===== src/rtl/etdp_pkg.sv =====
// ----------------------------------------------------------------------------
// etdp_pkg
// Types and constants shared by the edge and target drive policy modules.
// ----------------------------------------------------------------------------
package etdp_pkg;

    localparam int EDGE_W  = 4;
    localparam int RANGE_W = 6;
    localparam int DRIVE_W = 9;
    localparam int HOLD_W  = 6;
    localparam int ATK_W   = 3;

    typedef logic signed [DRIVE_W-1:0] drive_t;
    typedef logic [HOLD_W-1:0]         hold_t;

    // Speed magnitudes
    localparam drive_t SPD_FULL   = 9'sd200;
    localparam drive_t SPD_FAST   = 9'sd180;
    localparam drive_t SPD_CHARGE = 9'sd140;
    localparam drive_t SPD_ESC    = 9'sd120;
    localparam drive_t SPD_STEER  = 9'sd110;
    localparam drive_t SPD_TURN   = 9'sd100;
    localparam drive_t SPD_SEARCH = 9'sd80;
    localparam drive_t SPD_SLOW   = 9'sd70;
    localparam drive_t SPD_CRAWL  = 9'sd60;
    localparam drive_t SPD_STOP   = 9'sd0;

    // Hold times in milliseconds
    localparam hold_t HOLD_NONE   = 6'd0;
    localparam hold_t HOLD_BRAKE  = 6'd2;
    localparam hold_t HOLD_PULSE  = 6'd3;
    localparam hold_t HOLD_ESC_F  = 6'd20;
    localparam hold_t HOLD_ESC_R  = 6'd30;
    localparam hold_t HOLD_OPEN   = 6'd50;
    localparam hold_t HOLD_FIRST  = 6'd60;

    // Controller to datapath
    typedef struct packed {
        logic load;        // capture snapshot decode and update policy state
        logic emit_pulse;  // load a pulse command into the output stage
        logic emit_final;  // load the closing command into the output stage
        logic pulse_on;    // driving half of an on/off pulse
    } etdp_cmd_t;

    // Datapath to controller
    typedef struct packed {
        logic has_cmd;     // current snapshot produces commands
        logic has_pulses;  // current snapshot starts with a pulse train
        logic out_free;    // output stage can take a command this cycle
    } etdp_sts_t;

endpackage


===== src/rtl/etdp_ctrl.sv =====
// ----------------------------------------------------------------------------
// etdp_ctrl
// Sequencer: takes a snapshot, walks any pulse train, then the closing command.
// ----------------------------------------------------------------------------
module etdp_ctrl
    import etdp_pkg::*;
#(
    parameter int PULSE_COUNT = 7
) (
    input  logic      aclk,
    input  logic      aresetn,
    input  logic      s_tvalid,
    output logic      s_tready,
    input  etdp_sts_t sts,
    output etdp_cmd_t cmd
);

    localparam int STEPS = 2 * PULSE_COUNT;
    localparam int CNT_W = (STEPS > 1) ? $clog2(STEPS) : 1;
    localparam logic [CNT_W-1:0] CNT_LAST = CNT_W'(STEPS - 1);

    typedef enum logic [1:0] {
        ST_IDLE,
        ST_PULSE,
        ST_FINAL
    } state_t;

    state_t           state_reg, state_next;
    logic [CNT_W-1:0] cnt_reg, cnt_next;
    logic             accept;

    // Hold off requests while reset is applied
    assign s_tready = aresetn && (state_reg == ST_IDLE);
    assign accept   = s_tvalid && s_tready;

    always_comb begin
        state_next     = state_reg;
        cnt_next       = cnt_reg;
        cmd.load       = 1'b0;
        cmd.emit_pulse = 1'b0;
        cmd.emit_final = 1'b0;
        cmd.pulse_on   = ~cnt_reg[0];
        unique case (state_reg)
            ST_IDLE: begin
                if (accept) begin
                    cmd.load = 1'b1;
                    cnt_next = '0;
                    if (!sts.has_cmd) begin
                        state_next = ST_IDLE;
                    end else if (sts.has_pulses) begin
                        state_next = ST_PULSE;
                    end else begin
                        state_next = ST_FINAL;
                    end
                end
            end
            ST_PULSE: begin
                if (sts.out_free) begin
                    cmd.emit_pulse = 1'b1;
                    cnt_next       = cnt_reg + 1'b1;
                    if (cnt_reg == CNT_LAST) begin
                        state_next = ST_FINAL;
                    end
                end
            end
            ST_FINAL: begin
                if (sts.out_free) begin
                    cmd.emit_final = 1'b1;
                    state_next     = ST_IDLE;
                end
            end
            default: begin
                state_next = ST_IDLE;
            end
        endcase
    end

    always_ff @(posedge aclk) begin
        if (!aresetn) begin
            state_reg <= ST_IDLE;
            cnt_reg   <= '0;
        end else begin
            state_reg <= state_next;
            cnt_reg   <= cnt_next;
        end
    end

endmodule


===== src/rtl/etdp_datapath.sv =====
// ----------------------------------------------------------------------------
// etdp_datapath
// Snapshot decode, policy state, closing command store and output stage.
// ----------------------------------------------------------------------------
module etdp_datapath
    import etdp_pkg::*;
#(
    parameter int ATTACK_HOLD = 5
) (
    input  logic               aclk,
    input  logic               aresetn,
    input  logic [EDGE_W-1:0]  edge_hits,
    input  logic [RANGE_W-1:0] range_hits,
    input  etdp_cmd_t          cmd,
    output etdp_sts_t          sts,
    output logic               m_tvalid,
    input  logic               m_tready,
    output drive_t             left_drive,
    output drive_t             right_drive,
    output hold_t              hold_ms,
    output logic               last_of_run
);

    localparam logic [ATK_W-1:0] ATK_RELOAD = ATK_W'(ATTACK_HOLD);

    // Policy state
    logic             reverse_reg, reverse_next;
    logic             turn_left_reg, turn_left_next;
    logic [ATK_W-1:0] attack_reg, attack_next;
    logic             first_reg, first_next;
    logic             spin_reg, spin_next;

    // Captured run
    logic   pulse_neg_reg, pulse_neg_next;
    drive_t fin_left_reg, fin_left_next;
    drive_t fin_right_reg, fin_right_next;
    hold_t  fin_hold_reg, fin_hold_next;

    // Output stage
    logic   valid_reg, valid_next;
    drive_t left_reg, left_next;
    drive_t right_reg, right_next;
    hold_t  hold_reg, hold_next;
    logic   last_reg, last_next;

    logic fl, fr, rr, rl;
    logic s1, s2, s3, s4, s5, s6;
    logic front_pair, rear_pair, skip, pulses;
    drive_t pulse_spd;

    assign fl = edge_hits[0];
    assign fr = edge_hits[1];
    assign rr = edge_hits[2];
    assign rl = edge_hits[3];
    assign s1 = range_hits[0];
    assign s2 = range_hits[1];
    assign s3 = range_hits[2];
    assign s4 = range_hits[3];
    assign s5 = range_hits[4];
    assign s6 = range_hits[5];
    assign front_pair = s1 && s2;
    assign rear_pair  = s4 && s5;

    // Spin in progress ignores snapshots without a front, rear or edge hit
    assign skip = spin_reg && !s1 && !s2 && !s4 && !s5 && (edge_hits == '0);

    always_comb begin
        reverse_next   = reverse_reg;
        turn_left_next = turn_left_reg;
        attack_next    = attack_reg;
        first_next     = first_reg;
        spin_next      = spin_reg && skip;
        pulses         = 1'b0;
        pulse_neg_next = 1'b0;
        fin_left_next  = SPD_STOP;
        fin_right_next = SPD_STOP;
        fin_hold_next  = HOLD_NONE;
        if (skip) begin
            spin_next = 1'b1;
        end else if (fl && rl) begin
            fin_left_next  = -SPD_TURN;
            fin_right_next = SPD_TURN;
            fin_hold_next  = HOLD_ESC_R;
            reverse_next   = 1'b1;
        end else if (fr && rr) begin
            fin_left_next  = SPD_TURN;
            fin_right_next = -SPD_TURN;
            fin_hold_next  = HOLD_ESC_R;
            reverse_next   = 1'b0;
        end else if (fl || fr) begin
            pulses         = 1'b1;
            pulse_neg_next = 1'b1;
            reverse_next   = 1'b0;
            first_next     = 1'b0;
            if (first_reg) begin
                fin_left_next  = fl ? -SPD_FULL : -SPD_TURN;
                fin_right_next = fl ? -SPD_TURN : -SPD_FULL;
                fin_hold_next  = HOLD_FIRST;
            end else begin
                fin_left_next  = fl ? -SPD_FAST : -SPD_ESC;
                fin_right_next = fl ? -SPD_ESC : -SPD_FAST;
                fin_hold_next  = HOLD_ESC_F;
            end
        end else if (rr || rl) begin
            pulses       = 1'b1;
            reverse_next = 1'b1;
            first_next   = 1'b0;
            if (first_reg) begin
                fin_left_next  = rr ? SPD_FULL : SPD_TURN;
                fin_right_next = rr ? SPD_TURN : SPD_FULL;
                fin_hold_next  = HOLD_FIRST;
            end else begin
                fin_left_next  = rr ? SPD_FAST : SPD_ESC;
                fin_right_next = rr ? SPD_ESC : SPD_FAST;
                fin_hold_next  = HOLD_ESC_R;
            end
        end else if ((attack_reg != '0) && !front_pair && !rear_pair) begin
            fin_hold_next = HOLD_BRAKE;
            attack_next   = attack_reg - 1'b1;
        end else if (front_pair) begin
            reverse_next   = 1'b0;
            fin_left_next  = SPD_CHARGE;
            fin_right_next = SPD_CHARGE;
            attack_next    = ATK_RELOAD;
        end else if (s1) begin
            reverse_next   = 1'b0;
            fin_left_next  = SPD_STEER;
            fin_right_next = SPD_SLOW;
            turn_left_next = 1'b1;
        end else if (s2) begin
            reverse_next   = 1'b0;
            fin_left_next  = SPD_SLOW;
            fin_right_next = SPD_STEER;
            turn_left_next = 1'b0;
        end else if (rear_pair) begin
            reverse_next   = 1'b1;
            fin_left_next  = -SPD_CHARGE;
            fin_right_next = -SPD_CHARGE;
            attack_next    = ATK_RELOAD;
        end else if (s5) begin
            reverse_next   = 1'b1;
            fin_left_next  = -SPD_STEER;
            fin_right_next = -SPD_SLOW;
            turn_left_next = 1'b1;
        end else if (s4) begin
            reverse_next   = 1'b1;
            fin_left_next  = -SPD_SLOW;
            fin_right_next = -SPD_STEER;
            turn_left_next = 1'b0;
        end else if (first_reg) begin
            // Opening move, backward unless the reverse flag is set, then forward
            fin_left_next  = turn_left_reg ? SPD_CHARGE : SPD_FAST;
            fin_right_next = turn_left_reg ? SPD_FAST : SPD_CHARGE;
            if (!reverse_reg) begin
                fin_left_next  = -fin_left_next;
                fin_right_next = -fin_right_next;
            end
            fin_hold_next = HOLD_OPEN;
            first_next    = 1'b0;
        end else if (s3) begin
            turn_left_next = 1'b0;
            fin_left_next  = SPD_ESC;
            fin_right_next = -SPD_SLOW;
            spin_next      = 1'b1;
        end else if (s6) begin
            turn_left_next = 1'b1;
            fin_left_next  = -SPD_ESC;
            fin_right_next = SPD_SLOW;
            spin_next      = 1'b1;
        end else begin
            fin_left_next  = turn_left_reg ? SPD_CRAWL : SPD_SEARCH;
            fin_right_next = turn_left_reg ? SPD_SEARCH : SPD_CRAWL;
            if (!reverse_reg) begin
                fin_left_next  = -fin_left_next;
                fin_right_next = -fin_right_next;
            end
        end
    end

    assign sts.has_cmd    = !skip;
    assign sts.has_pulses = pulses;
    assign sts.out_free   = !valid_reg || m_tready;

    assign pulse_spd = pulse_neg_reg ? -SPD_FULL : SPD_FULL;

    always_comb begin
        valid_next = valid_reg && !m_tready;
        left_next  = left_reg;
        right_next = right_reg;
        hold_next  = hold_reg;
        last_next  = last_reg;
        if (cmd.emit_pulse) begin
            valid_next = 1'b1;
            left_next  = cmd.pulse_on ? pulse_spd : SPD_STOP;
            right_next = cmd.pulse_on ? pulse_spd : SPD_STOP;
            hold_next  = HOLD_PULSE;
            last_next  = 1'b0;
        end else if (cmd.emit_final) begin
            valid_next = 1'b1;
            left_next  = fin_left_reg;
            right_next = fin_right_reg;
            hold_next  = fin_hold_reg;
            last_next  = 1'b1;
        end
    end

    always_ff @(posedge aclk) begin
        if (!aresetn) begin
            reverse_reg   <= 1'b0;
            turn_left_reg <= 1'b0;
            attack_reg    <= '0;
            first_reg     <= 1'b1;
            spin_reg      <= 1'b0;
            valid_reg     <= 1'b0;
        end else begin
            if (cmd.load) begin
                reverse_reg   <= reverse_next;
                turn_left_reg <= turn_left_next;
                attack_reg    <= attack_next;
                first_reg     <= first_next;
                spin_reg      <= spin_next;
            end
            valid_reg <= valid_next;
        end
    end

    always_ff @(posedge aclk) begin
        if (cmd.load) begin
            pulse_neg_reg <= pulse_neg_next;
            fin_left_reg  <= fin_left_next;
            fin_right_reg <= fin_right_next;
            fin_hold_reg  <= fin_hold_next;
        end
        left_reg  <= left_next;
        right_reg <= right_next;
        hold_reg  <= hold_next;
        last_reg  <= last_next;
    end

    assign m_tvalid    = valid_reg;
    assign left_drive  = left_reg;
    assign right_drive = right_reg;
    assign hold_ms     = hold_reg;
    assign last_of_run = last_reg;

endmodule


===== src/rtl/edge_and_target_drive_policy.sv =====
// ----------------------------------------------------------------------------
// edge_and_target_drive_policy
// Turns edge and range sensor snapshots into runs of drive commands.
//
//   channel  | dir | tdata bits (low first)                       | tlast
//   s_       | in  | edge_hits[3:0], range_hits[9:4], pad to 16   | -
//   m_       | out | left_drive[8:0], right_drive[17:9], hold[23:18] | last_of_run
//
// Once a request is taken, its commands leave one per cycle from the output
// register: 2*PULSE_COUNT+1 for an edge hit that is not a turn pair, else
// one, none for a request ignored during a side spin. The sequencer takes
// no new request until the closing command is in the output register.
// m_tready low holds both. Reset is synchronous, active low; s_tready is low.
// ----------------------------------------------------------------------------
module edge_and_target_drive_policy
    import etdp_pkg::*;
#(
    parameter int PULSE_COUNT = 7,
    parameter int ATTACK_HOLD = 5
) (
    input  logic        aclk,
    input  logic        aresetn,
    input  logic        s_tvalid,
    output logic        s_tready,
    input  logic [15:0] s_tdata,   // edge_hits, range_hits
    output logic        m_tvalid,
    input  logic        m_tready,
    output logic [23:0] m_tdata,   // left_drive, right_drive, hold_ms
    output logic        m_tlast    // last_of_run
);

    etdp_cmd_t cmd;
    etdp_sts_t sts;
    drive_t    left_drive, right_drive;
    hold_t     hold_ms;

    etdp_ctrl #(
        .PULSE_COUNT (PULSE_COUNT)
    ) u_ctrl (
        .aclk     (aclk),
        .aresetn  (aresetn),
        .s_tvalid (s_tvalid),
        .s_tready (s_tready),
        .sts      (sts),
        .cmd      (cmd)
    );

    etdp_datapath #(
        .ATTACK_HOLD (ATTACK_HOLD)
    ) u_datapath (
        .aclk        (aclk),
        .aresetn     (aresetn),
        .edge_hits   (s_tdata[EDGE_W-1:0]),
        .range_hits  (s_tdata[EDGE_W+RANGE_W-1:EDGE_W]),
        .cmd         (cmd),
        .sts         (sts),
        .m_tvalid    (m_tvalid),
        .m_tready    (m_tready),
        .left_drive  (left_drive),
        .right_drive (right_drive),
        .hold_ms     (hold_ms),
        .last_of_run (m_tlast)
    );

    assign m_tdata = {hold_ms, right_drive, left_drive};

`ifndef SYNTH
    // A snapshot that yields commands keeps the sequencer busy next cycle
    a_busy_after_take: assert property (@(posedge aclk) disable iff (!aresetn)
        (s_tvalid && s_tready && sts.has_cmd) |=> !s_tready)
        else $error("sequencer idle after taking a snapshot with commands");

    // A pulse still waiting means the closing command is yet to come
    a_pulse_busy: assert property (@(posedge aclk) disable iff (!aresetn)
        (m_tvalid && !m_tlast) |-> !s_tready)
        else $error("snapshot taken while a pulse train is unfinished");

    a_one_emit: assert property (@(posedge aclk) disable iff (!aresetn)
        $onehot0({cmd.emit_pulse, cmd.emit_final, cmd.load}))
        else $error("conflicting sequencer commands");
`endif

endmodule


===== config.mk =====
export PLATFORM = sky130hd
export DESIGN_NAME = edge_and_target_drive_policy
export DESIGN_NICKNAME = d
export VERILOG_FILES = /design/src/rtl/etdp_pkg.sv /design/src/rtl/etdp_ctrl.sv /design/src/rtl/etdp_datapath.sv /design/src/rtl/edge_and_target_drive_policy.sv
export SDC_FILE = /design/constraint.sdc
export NUM_CORES = 1
export LEC_CHECK = 0
export BUFFER_PORTS_ARGS = -buffer_cell sky130_fd_sc_hd__buf_2
export CAP_MARGIN = 20
export CELL_PAD_IN_SITES_DETAIL_PLACEMENT = 1
export CELL_PAD_IN_SITES_GLOBAL_PLACEMENT = 2
export CORE_UTILIZATION = 36
export CTS_CLUSTER_SIZE = 12
export DETAILED_ROUTE_END_ITERATION = 12
export PLACE_DENSITY = 0.85
export REMOVE_ABC_BUFFERS = 1
export SLEW_MARGIN = 15
export SYNTH_ARGS = -nofsm -noshare
export SYNTH_HDL_FRONTEND = slang
export SYNTH_HIERARCHICAL = 1
export SYNTH_SLANG_ARGS = --single-unit

===== constraint.sdc =====
create_clock -name aclk -period 2.5 [get_ports aclk]
set_input_delay 0.25 -clock aclk [delete_from_list [all_inputs] [get_ports aclk]]
set_output_delay 0.25 -clock aclk [all_outputs]
set_load 0.1 [all_outputs]

After elaboration in Yosys (flattened, before gate mapping)
Cells that the tools add are included.
{"block": "word_totals", "output_inout_bits": 27, "input_bits": 20, "elab_cells": 234, "reg_bits": 64}
{"block": "classes", "muxes": 139, "eq_ne": 19, "n_addsub": 6, "bitwise_logic": 7, "n_reduce_logical": 42}
{"cell": "9-bit two-way mux", "n": 41}
{"cell": "6-bit two-way mux", "n": 14}
{"cell": "8-bit two-way mux", "n": 8}
{"cell": "1-bit two-way mux", "n": 56}
{"cell": "9-bit negator", "n": 4}
{"cell": "11-bit AND reduction", "n": 2}
{"cell": "7-bit two-way mux", "n": 3}
{"cell": "3-bit by 1-bit != test with 1-bit output, second input constant", "n": 7}
{"cell": "1-bit logical AND", "n": 15}
{"cell": "3-bit two-way mux", "n": 5}
{"cell": "2-bit two-way mux", "n": 6}
{"cell": "5-bit two-way mux", "n": 2}
{"cell": "10-bit nonzero test", "n": 1}
{"cell": "3-bit != test, second input constant", "n": 3}
{"cell": "9-bit AND reduction", "n": 1}
{"cell": "1-bit logical NOT", "n": 8}
{"cell": "4-bit two-way mux", "n": 2}
{"cell": "4-bit case mux with 2 select lines", "n": 1}
{"cell": "4-bit AND reduction", "n": 2}
{"cell": "1-bit NOT", "n": 7}
{"cell": "2-bit case mux with 3 select lines", "n": 1}
{"cell": "3-bit nonzero test", "n": 2}
{"cell": "6-bit nonzero test", "n": 1}
{"cell": "5-bit by 1-bit != test with 1-bit output, second input constant", "n": 1}
{"cell": "15 further kinds", "n": 20}

Longest topological paths before layout
Gate-level depths: netlist (run 1).
{"block": "depth", "word_depth": 22, "mapped_depth": 8, "depth_no_buf": 8}

Modules after synthesis
Netlist (run 1), hierarchy kept.
{"module": "etdp_datapath", "cells_per_inst": 348, "instances": 1, "seq_area_each_um2": 1441.4, "area_each_um2": 3201.8}
{"module": "etdp_ctrl", "cells_per_inst": 42, "instances": 1, "seq_area_each_um2": 120.1, "area_each_um2": 370.4}

Worst setup path before layout (run 1)
Ideal clock, no wire load.
{"block": "synth_path", "kind": "register to register", "from": "register u_datapath.valid_reg, in the netlist u_datapath/m_tvalid", "to": "register u_datapath.left_reg[1], in the netlist u_datapath/left_drive[1] (enable)", "n_path_buf": 1, "setup_slack_ns": 0.227, "required_time_ns": 2.185, "path_stages_with_launch": 7, "synth_period_minus_slack_ns": 2.273, "arrival_time_ns": 1.958, "setup_time_ns": 0.315, "cell_sequence": "dfxtp_1 nand2b_1 nand3b_2 inv_2 clkbuf_1 nor2_1 inv_1"}
{"item": "start, declared", "line_no": "etdp_datapath.sv:40", "rtl": "logic valid_reg, valid_next;"}
{"item": "start signal, assigned", "line_no": "etdp_datapath.sv:223", "rtl": "valid_reg <= valid_next;"}
{"item": "end signal, assigned", "line_no": "etdp_datapath.sv:234", "rtl": "left_reg <= left_next;"}
{"item": "end, declared", "line_no": "etdp_datapath.sv:41", "rtl": "drive_t left_reg, left_next;"}

Final worst setup path (run 1)
{"block": "layout_path", "from": "register u_datapath.attack_reg[0]", "to": "register u_datapath.fin_right_reg[2] (data pin)"}
{"block": "layout_via", "elab_chain_cells": 8}
{"item": "start, declared", "line_no": "etdp_datapath.sv:29", "rtl": "logic [ATK_W-1:0] attack_reg, attack_next;"}
{"item": "start signal, assigned", "line_no": "etdp_datapath.sv:219", "rtl": "attack_reg <= attack_next;"}
{"item": "3-bit nonzero test", "line_no": "etdp_datapath.sv:117", "rtl": "end else if ((attack_reg != '0) && !front_pair && !rear_pair) begin"}
{"item": "1-bit logical AND (2 in series)", "line_no": "etdp_datapath.sv:117"}
{"item": "9-bit two-way mux", "line_no": "etdp_datapath.sv:117"}
{"item": "9-bit two-way mux", "line_no": "etdp_datapath.sv:104", "rtl": "end else if (rr || rl) begin"}
{"item": "9-bit two-way mux", "line_no": "etdp_datapath.sv:90", "rtl": "end else if (fl || fr) begin"}
{"item": "9-bit two-way mux", "line_no": "etdp_datapath.sv:85", "rtl": "end else if (fr && rr) begin"}
{"item": "7-bit two-way mux", "line_no": "etdp_datapath.sv:80", "rtl": "end else if (fl && rl) begin"}
{"item": "end signal, assigned", "line_no": "etdp_datapath.sv:231", "rtl": "fin_right_reg <= fin_right_next;"}
{"item": "end, declared", "line_no": "etdp_datapath.sv:36", "rtl": "drive_t fin_right_reg, fin_right_next;"}
Every way passes these cells.
A chain may end at the register's enable or synchronous reset.

==> impl_metrics.env, run 1 <==
export IMPL_finalMaxSlewViolations=0
export IMPL_fin_skew_ps=12.8
export IMPL_synth_seq_cells=59
export IMPL_root_buffer="clkbuf_8"
export IMPL_synth_edf_count=38
export IMPL_ys_seq_area_frac=0.437
export IMPL_drive_gt1_frac=0.190
export IMPL_ant_nets=0
export IMPL_finalInstanceArea_um2=4080
export IMPL_cp_max_fo=6
export IMPL_synth_main_ff_cell="edfxtp_1"
export IMPL_grt_start_max_net_pins=23
export IMPL_synth_area_leaders="edfxtp_1, dfxtp_1, ha_1"
export IMPL_finalSetupViolCount=0
export IMPL_core_um2=9420
export IMPL_globalplace_congestion=0.873
export IMPL_drv_cap=0
export IMPL_arrival_ps=2230
export IMPL_grt_pass1_vias=2929
export IMPL_grt_overflow=0
export IMPL_clkSinkCount=59
export IMPL_yosys_area_top_type="edfxtp_1"
export IMPL_postCtsSetupRepairBufs=0
export IMPL_area_growth_pct=14.2
export IMPL_totalWireLength_um=9320
export IMPL_clk_path_buf_depth=2
export IMPL_hold_buffers=0
export IMPL_syn_area_per_cell_um2=9.16
export IMPL_vdd_drop_max_uv=364
export IMPL_numCtsBuffers=9
export IMPL_fin_nets=465
export IMPL_required_ps=2550
export IMPL_fillers=1105
export IMPL_tns_ps=0
export IMPL_cts_max_level=3
export IMPL_antenna_diode_count=0
export IMPL_die_w_um=102
export IMPL_ys_warnings_count=6
export IMPL_path_class="flop to flop"
export IMPL_mostFrequentLayoutCells="nor2_1, buf_2, edfxtp_1"
export IMPL_antenna_found_initial=0
export IMPL_drtIter0Drc=169
export IMPL_synthesis_area_um2=3570
export IMPL_placed_area_um2=3870
export IMPL_start_util=0.379
export IMPL_tightest_slew_ps=608
export IMPL_layout_min_cycle_time_ps=2180
export IMPL_cts_resized=0
export IMPL_cts_tree="yes"
export IMPL_layout_commonest_cell="nor2_1"
export IMPL_clock_latency_ps=330
export IMPL_dpl_hpwl_um=7090
export IMPL_hold_ws_ps=213
export IMPL_grt_pass1_wl_um=15100
export IMPL_setup_worst_path_end_class="flop"
export IMPL_synthArstFlopShare=0
export IMPL_pre_cts_ws_ps=318
export IMPL_grt_usage=0.192
export IMPL_die_y_um=102
export IMPL_final_util=0.433
export IMPL_power_density_nw_per_um2=717
export IMPL_drc=0
export IMPL_die_area_um2=10300
export IMPL_max_slew_margin=0.591
export IMPL_viasPerCell=5.42
export IMPL_synth_cell_type_count=62
export IMPL_rsz0062_at_grt="no"
export IMPL_ios=47
export IMPL_num_vias=3039
export IMPL_fmax_mhz=458
export IMPL_wl_per_cell_um=16.6
export IMPL_outcome="complete, no violations"
export IMPL_rows=35
export IMPL_drt_pass1_iterations=4
export IMPL_cp_start_kind="flop"
export IMPL_synth_top_cell_area_share=0.319
export IMPL_p_leak_nw=1.58
export IMPL_post_route_period_util=0.873
export IMPL_hold_path_class="input pin to flop"
export IMPL_synth_cells=390
export IMPL_worst_slack_ps=319
export IMPL_clk_pin_slew_ps=70
export IMPL_finalHoldViolCount=0
export IMPL_numPortBuffers=38
export IMPL_r2r_slack_ps=320
[synth_stat cells, types with 3 or more instances]
library cell,instances
a31oi_1,7
edfxtp_1,38
a211oi_1,3
or2_2,4
nor4_1,3
buf_4,3
buf_2,5
nand4_1,4
mux2i_1,5
nor3_1,6
nand2_1,28
clkbuf_1,11
nor2b_1,9
a21oi_1,37
inv_1,34
nand2b_1,8
o211ai_1,4
and2_1,3
dfxtp_1,21
ha_1,18
buf_6,3
nand3_1,4
a21o_1,3
o21ai_0,31
nor2_1,44
o31ai_1,4
[cell families after synthesis]
family / Yosys count / synth area share
XOR/XNOR: 1 / 0.00245
other: 1 / 0.00105
AND/OR/NAND/NOR: 128 / 0.189
flip-flops: 59 / 0.437
multiplexers: 5 / 0.0140
AO/OA/AOI/OAI: 120 / 0.221
adder cells (fa/ha/maj): 18 / 0.0630
buffers and inverters: 58 / 0.0722
[path summary, 6_finish.rpt]
| kind | start | to | cells past startpoint |
|---|---|---|---|
| worst max-delay path | u_datapath/attack_reg[0] | u_datapath/fin_right_reg[2] | 7 |
| worst max register to register | u_datapath/attack_reg[0] | u_datapath/fin_right_reg[2] | 7 |
| worst min register to register | u_datapath/hold_ms[0] | u_datapath/hold_ms[0] | 1 |
| worst min-delay path | aresetn | u_datapath/first_reg | 2 |
[power by group]
part	internal [mW]	switching (mW)
clock network	0.478	0.398
registers	1.14	0.0382
logic	0.170	0.698
[layout make-up]
cell class	count	area (um^2)	area share
tap	129	161	0.0396
timing repair buffer	47	258	0.0632
clock buffer	11	174	0.0427
clock inverter	5	31.3	0.00767
sequential	59	1560	0.383
inverter	36	135	0.0331
multi-input combinational	274	1760	0.431
[metrics by stage]
step	total power [mW]	instances
5_1_grt	3.06	561
3_5_place_dp	2.07	545
4_1_cts	2.95	561
6_report	2.92	561
3_3_place_gp	2.05	545
2_1_floorplan	1.87	369
[routing by layer]
metal / vias up / part of all wire / track usage / wire length, um
met3: 8 / 0.032 / 0.0228 / 299
met5: - / 0 / 0 / 0
met4: 0 / 0.0093 / 0.0535 / 87
li1: 1473 / - / - / -
met2: 68 / 0.48 / 0.330 / 4520
met1: 1490 / 0.47 / 0.253 / 4420
[worst max-delay path, stage by stage (launching register included)]
cell	delay (ps)
dfxtp_1	350
inv_1	50
ha_1	190
ha_1	250
nor2_1	390
nand2_1	300
o211ai_1	230
a31oi_1	120
No activity file was read; power rests on OpenSTA's default activity.
==> inputs of run 2 (changes only) <==
- ABC_AREA: not set -> 1
- CORE_UTILIZATION: 36 -> 34
==> run 2 against run 1 <==
  * Final cell count grew 12%
  * Wire length is 5.7% lower
  * Count of clock-buffer cells in the layout is 1 lower
  * Maximum frequency grew 13%
  * Area after synthesis decreased by 1.9%
  * Sequential share of layout area is essentially flat
  * Flip-flop and latch count is the same
  * Core utilization fell by 2.0 points
  * Clock power grew 15%
  * Critical path type unchanged
  * Largest power group is now combinational logic
==> impl_metrics.env, run 2 <==
export IMPL_cts_max_level=3
export IMPL_numCtsBuffers=9
export IMPL_p_leak_nw=1.93
export IMPL_finalMaxSlewViolations=0
export IMPL_post_route_period_util=0.776
export IMPL_clock_latency_ps=330
export IMPL_grt_start_max_net_pins=23
export IMPL_globalplace_congestion=0.816
export IMPL_report_power_total_mw=3.91
export IMPL_postCtsSetupRepairBufs=0
export IMPL_synth_top_cell_area_share=0.326
export IMPL_die_y_um=104
export IMPL_path_class="flop to flop"
export IMPL_yosys_area_top_type="edfxtp_1"
export IMPL_hold_buffers=0
export IMPL_synth_edf_count=38
export IMPL_pre_cts_ws_ps=554
export IMPL_die_area_um2=10700
export IMPL_num_vias=2957
export IMPL_grt_pass1_vias=2990
export IMPL_drv_cap=0
export IMPL_fmax_mhz=516
export IMPL_clk_pin_slew_ps=70
export IMPL_layout_min_cycle_time_ps=1940
export IMPL_synth_seq_cells=59
export IMPL_mostFrequentLayoutCells="nand2_1, nor2_1, inv_1"
export IMPL_setup_worst_path_end_class="flop"
export IMPL_viasPerCell=4.71
export IMPL_ys_seq_area_frac=0.446
export IMPL_synthesis_area_um2=3500
export IMPL_hold_path_class="input pin to flop"
export IMPL_synthTopCellsByCount="nand2_1, nor2_1, inv_1, a21oi_1, edfxtp_1"
export IMPL_root_buffer="clkbuf_8"
export IMPL_layout_commonest_cell="nand2_1"
export IMPL_wl_per_cell_um=14.0
export IMPL_grt_overflow=0
export IMPL_synthArstFlopShare=0
export IMPL_final_util=0.413
export IMPL_numPortBuffers=38
export IMPL_outcome="complete, no violations"
export IMPL_critPathLaunch="u_datapath/reverse_reg"
export IMPL_synth_most_common_cell="nand2_1"
export IMPL_required_ps=2570
export IMPL_ant_nets=0
export IMPL_ys_warnings_count=6
export IMPL_synth_cell_type_count=37
export IMPL_cp_max_fo=5
export IMPL_drc=0
export IMPL_max_slew_margin=0.624
export IMPL_die_w_um=104
export IMPL_dpl_hpwl_um=6970
export IMPL_clkSinkCount=59
export IMPL_fin_skew_ps=11.2
export IMPL_area_growth_pct=16.3
export IMPL_fin_nets=528
export IMPL_grt_pass1_wl_um=14800
export IMPL_syn_area_per_cell_um2=7.86
export IMPL_cp_start_kind="flop"
export IMPL_drt_pass1_iterations=4
export IMPL_antenna_diode_count=0
export IMPL_totalWireLength_um=8790
export IMPL_start_util=0.355
export IMPL_drtIter0Drc=89
export IMPL_synth_main_ff_cell="edfxtp_1"
export IMPL_cts_tree="yes"
export IMPL_vdd_drop_max_uv=472
export IMPL_arrival_ps=2010
export IMPL_synth_area_leaders="edfxtp_1, nand2_1, dfxtp_1"
export IMPL_power_density_nw_per_um2=959
export IMPL_grt_usage=0.174
export IMPL_worst_slack_ps=561
export IMPL_rsz0062_at_grt="no"
export IMPL_min_from="aresetn"
export IMPL_cts_resized=0
export IMPL_drive_gt1_frac=0.174
export IMPL_clk_path_buf_depth=2
export IMPL_ios=47
export IMPL_finalSetupViolCount=0
export IMPL_rows=36
export IMPL_core_um2=9860
export IMPL_tightest_slew_ps=562
export IMPL_antenna_found_initial=0
export IMPL_synth_cells=446
export IMPL_timing_rr_start="u_datapath/reverse_reg"
export IMPL_finalHoldViolCount=0
-- run 2: cell types whose count changed in the layout (fill, tap and decap cells not counted), sizes merged, moves of 4 or more --
cell	change
o31ai	-4
nand2	+97
a211oi	-5
nor4	-4
mux2i	-5
inv	+20
nand3	+12
a31oi	-5
nor2b	-9
nand2b	-8
nor2	+21
and2	-4
-- run 2: critical path, stage by stage (launching register included) --
cell and delay, ps:
dfxtp_1 450, inv_1 150, ha_1 380, nand2_1 140, inv_1 50, nor2_1 90
nand2_1 60, nand2_1 80, nand2_1 50, nand2_1 60, nand2_1 50, nand2_1 60
a21oi_1 60
-- run 2: where the power goes --
part	internal [mW]	switching [mW]
combinational	0.260	1.32
sequential	1.25	0.0764
clock	0.655	0.350
total	2.17	1.74
-- run 2: cell families (layout without fill, tap and decap cells) --
logic type	after synthesis	in the layout	share of synthesized area
simple gates	222	222	0.291
compound gates	77	77	0.117
buf+inv	69	117	0.0807
flops	59	59	0.446
fa+ha+maj	18	18	0.0643
other cells	1	2	0.00107
-- run 2: cell type report --
type,count,area (um^2)
Clock buffer,10,128
Clock inverter,6,104
Fill cell,1213,5790
Inverter,57,216
Multi-Input combinational cell,319,1660
Sequential cell,59,1560
Tap cell,133,166
Timing Repair Buffer,44,235
-- run 2: path summary, 6_finish.rpt --
kind	end	slack, ps	depth (start not counted)
hold reg to reg	u_datapath/attack_reg[0]	440	1
hold / removal	u_datapath/first_reg	250	2
setup reg to reg	u_datapath/fin_left_reg[4]	560	12
setup / recovery	u_datapath/fin_left_reg[4]	560	12
-- run 2: metal layers --
layer / share of wire / vias to the layer above / GRT usage
li1: - / 1531 / -
met1: 0.47 / 1376 / 0.217
met2: 0.50 / 44 / 0.306
met3: 0.025 / 6 / 0.0302
met4: 0.0084 / 0 / 0.0507
met5: 0 / - / 0
-- run 2: per-stage QoR --
stage	instances	setup TNS [ps]	hold WS (ps)	area, um^2
6_report	628	0	250	4080
5_1_grt	628	0	259	4080
4_1_cts	628	0	246	4080
3_5_place_dp	612	0	440	3840
3_3_place_gp	612	0	411	3840
2_1_floorplan	435	-588	319	3440
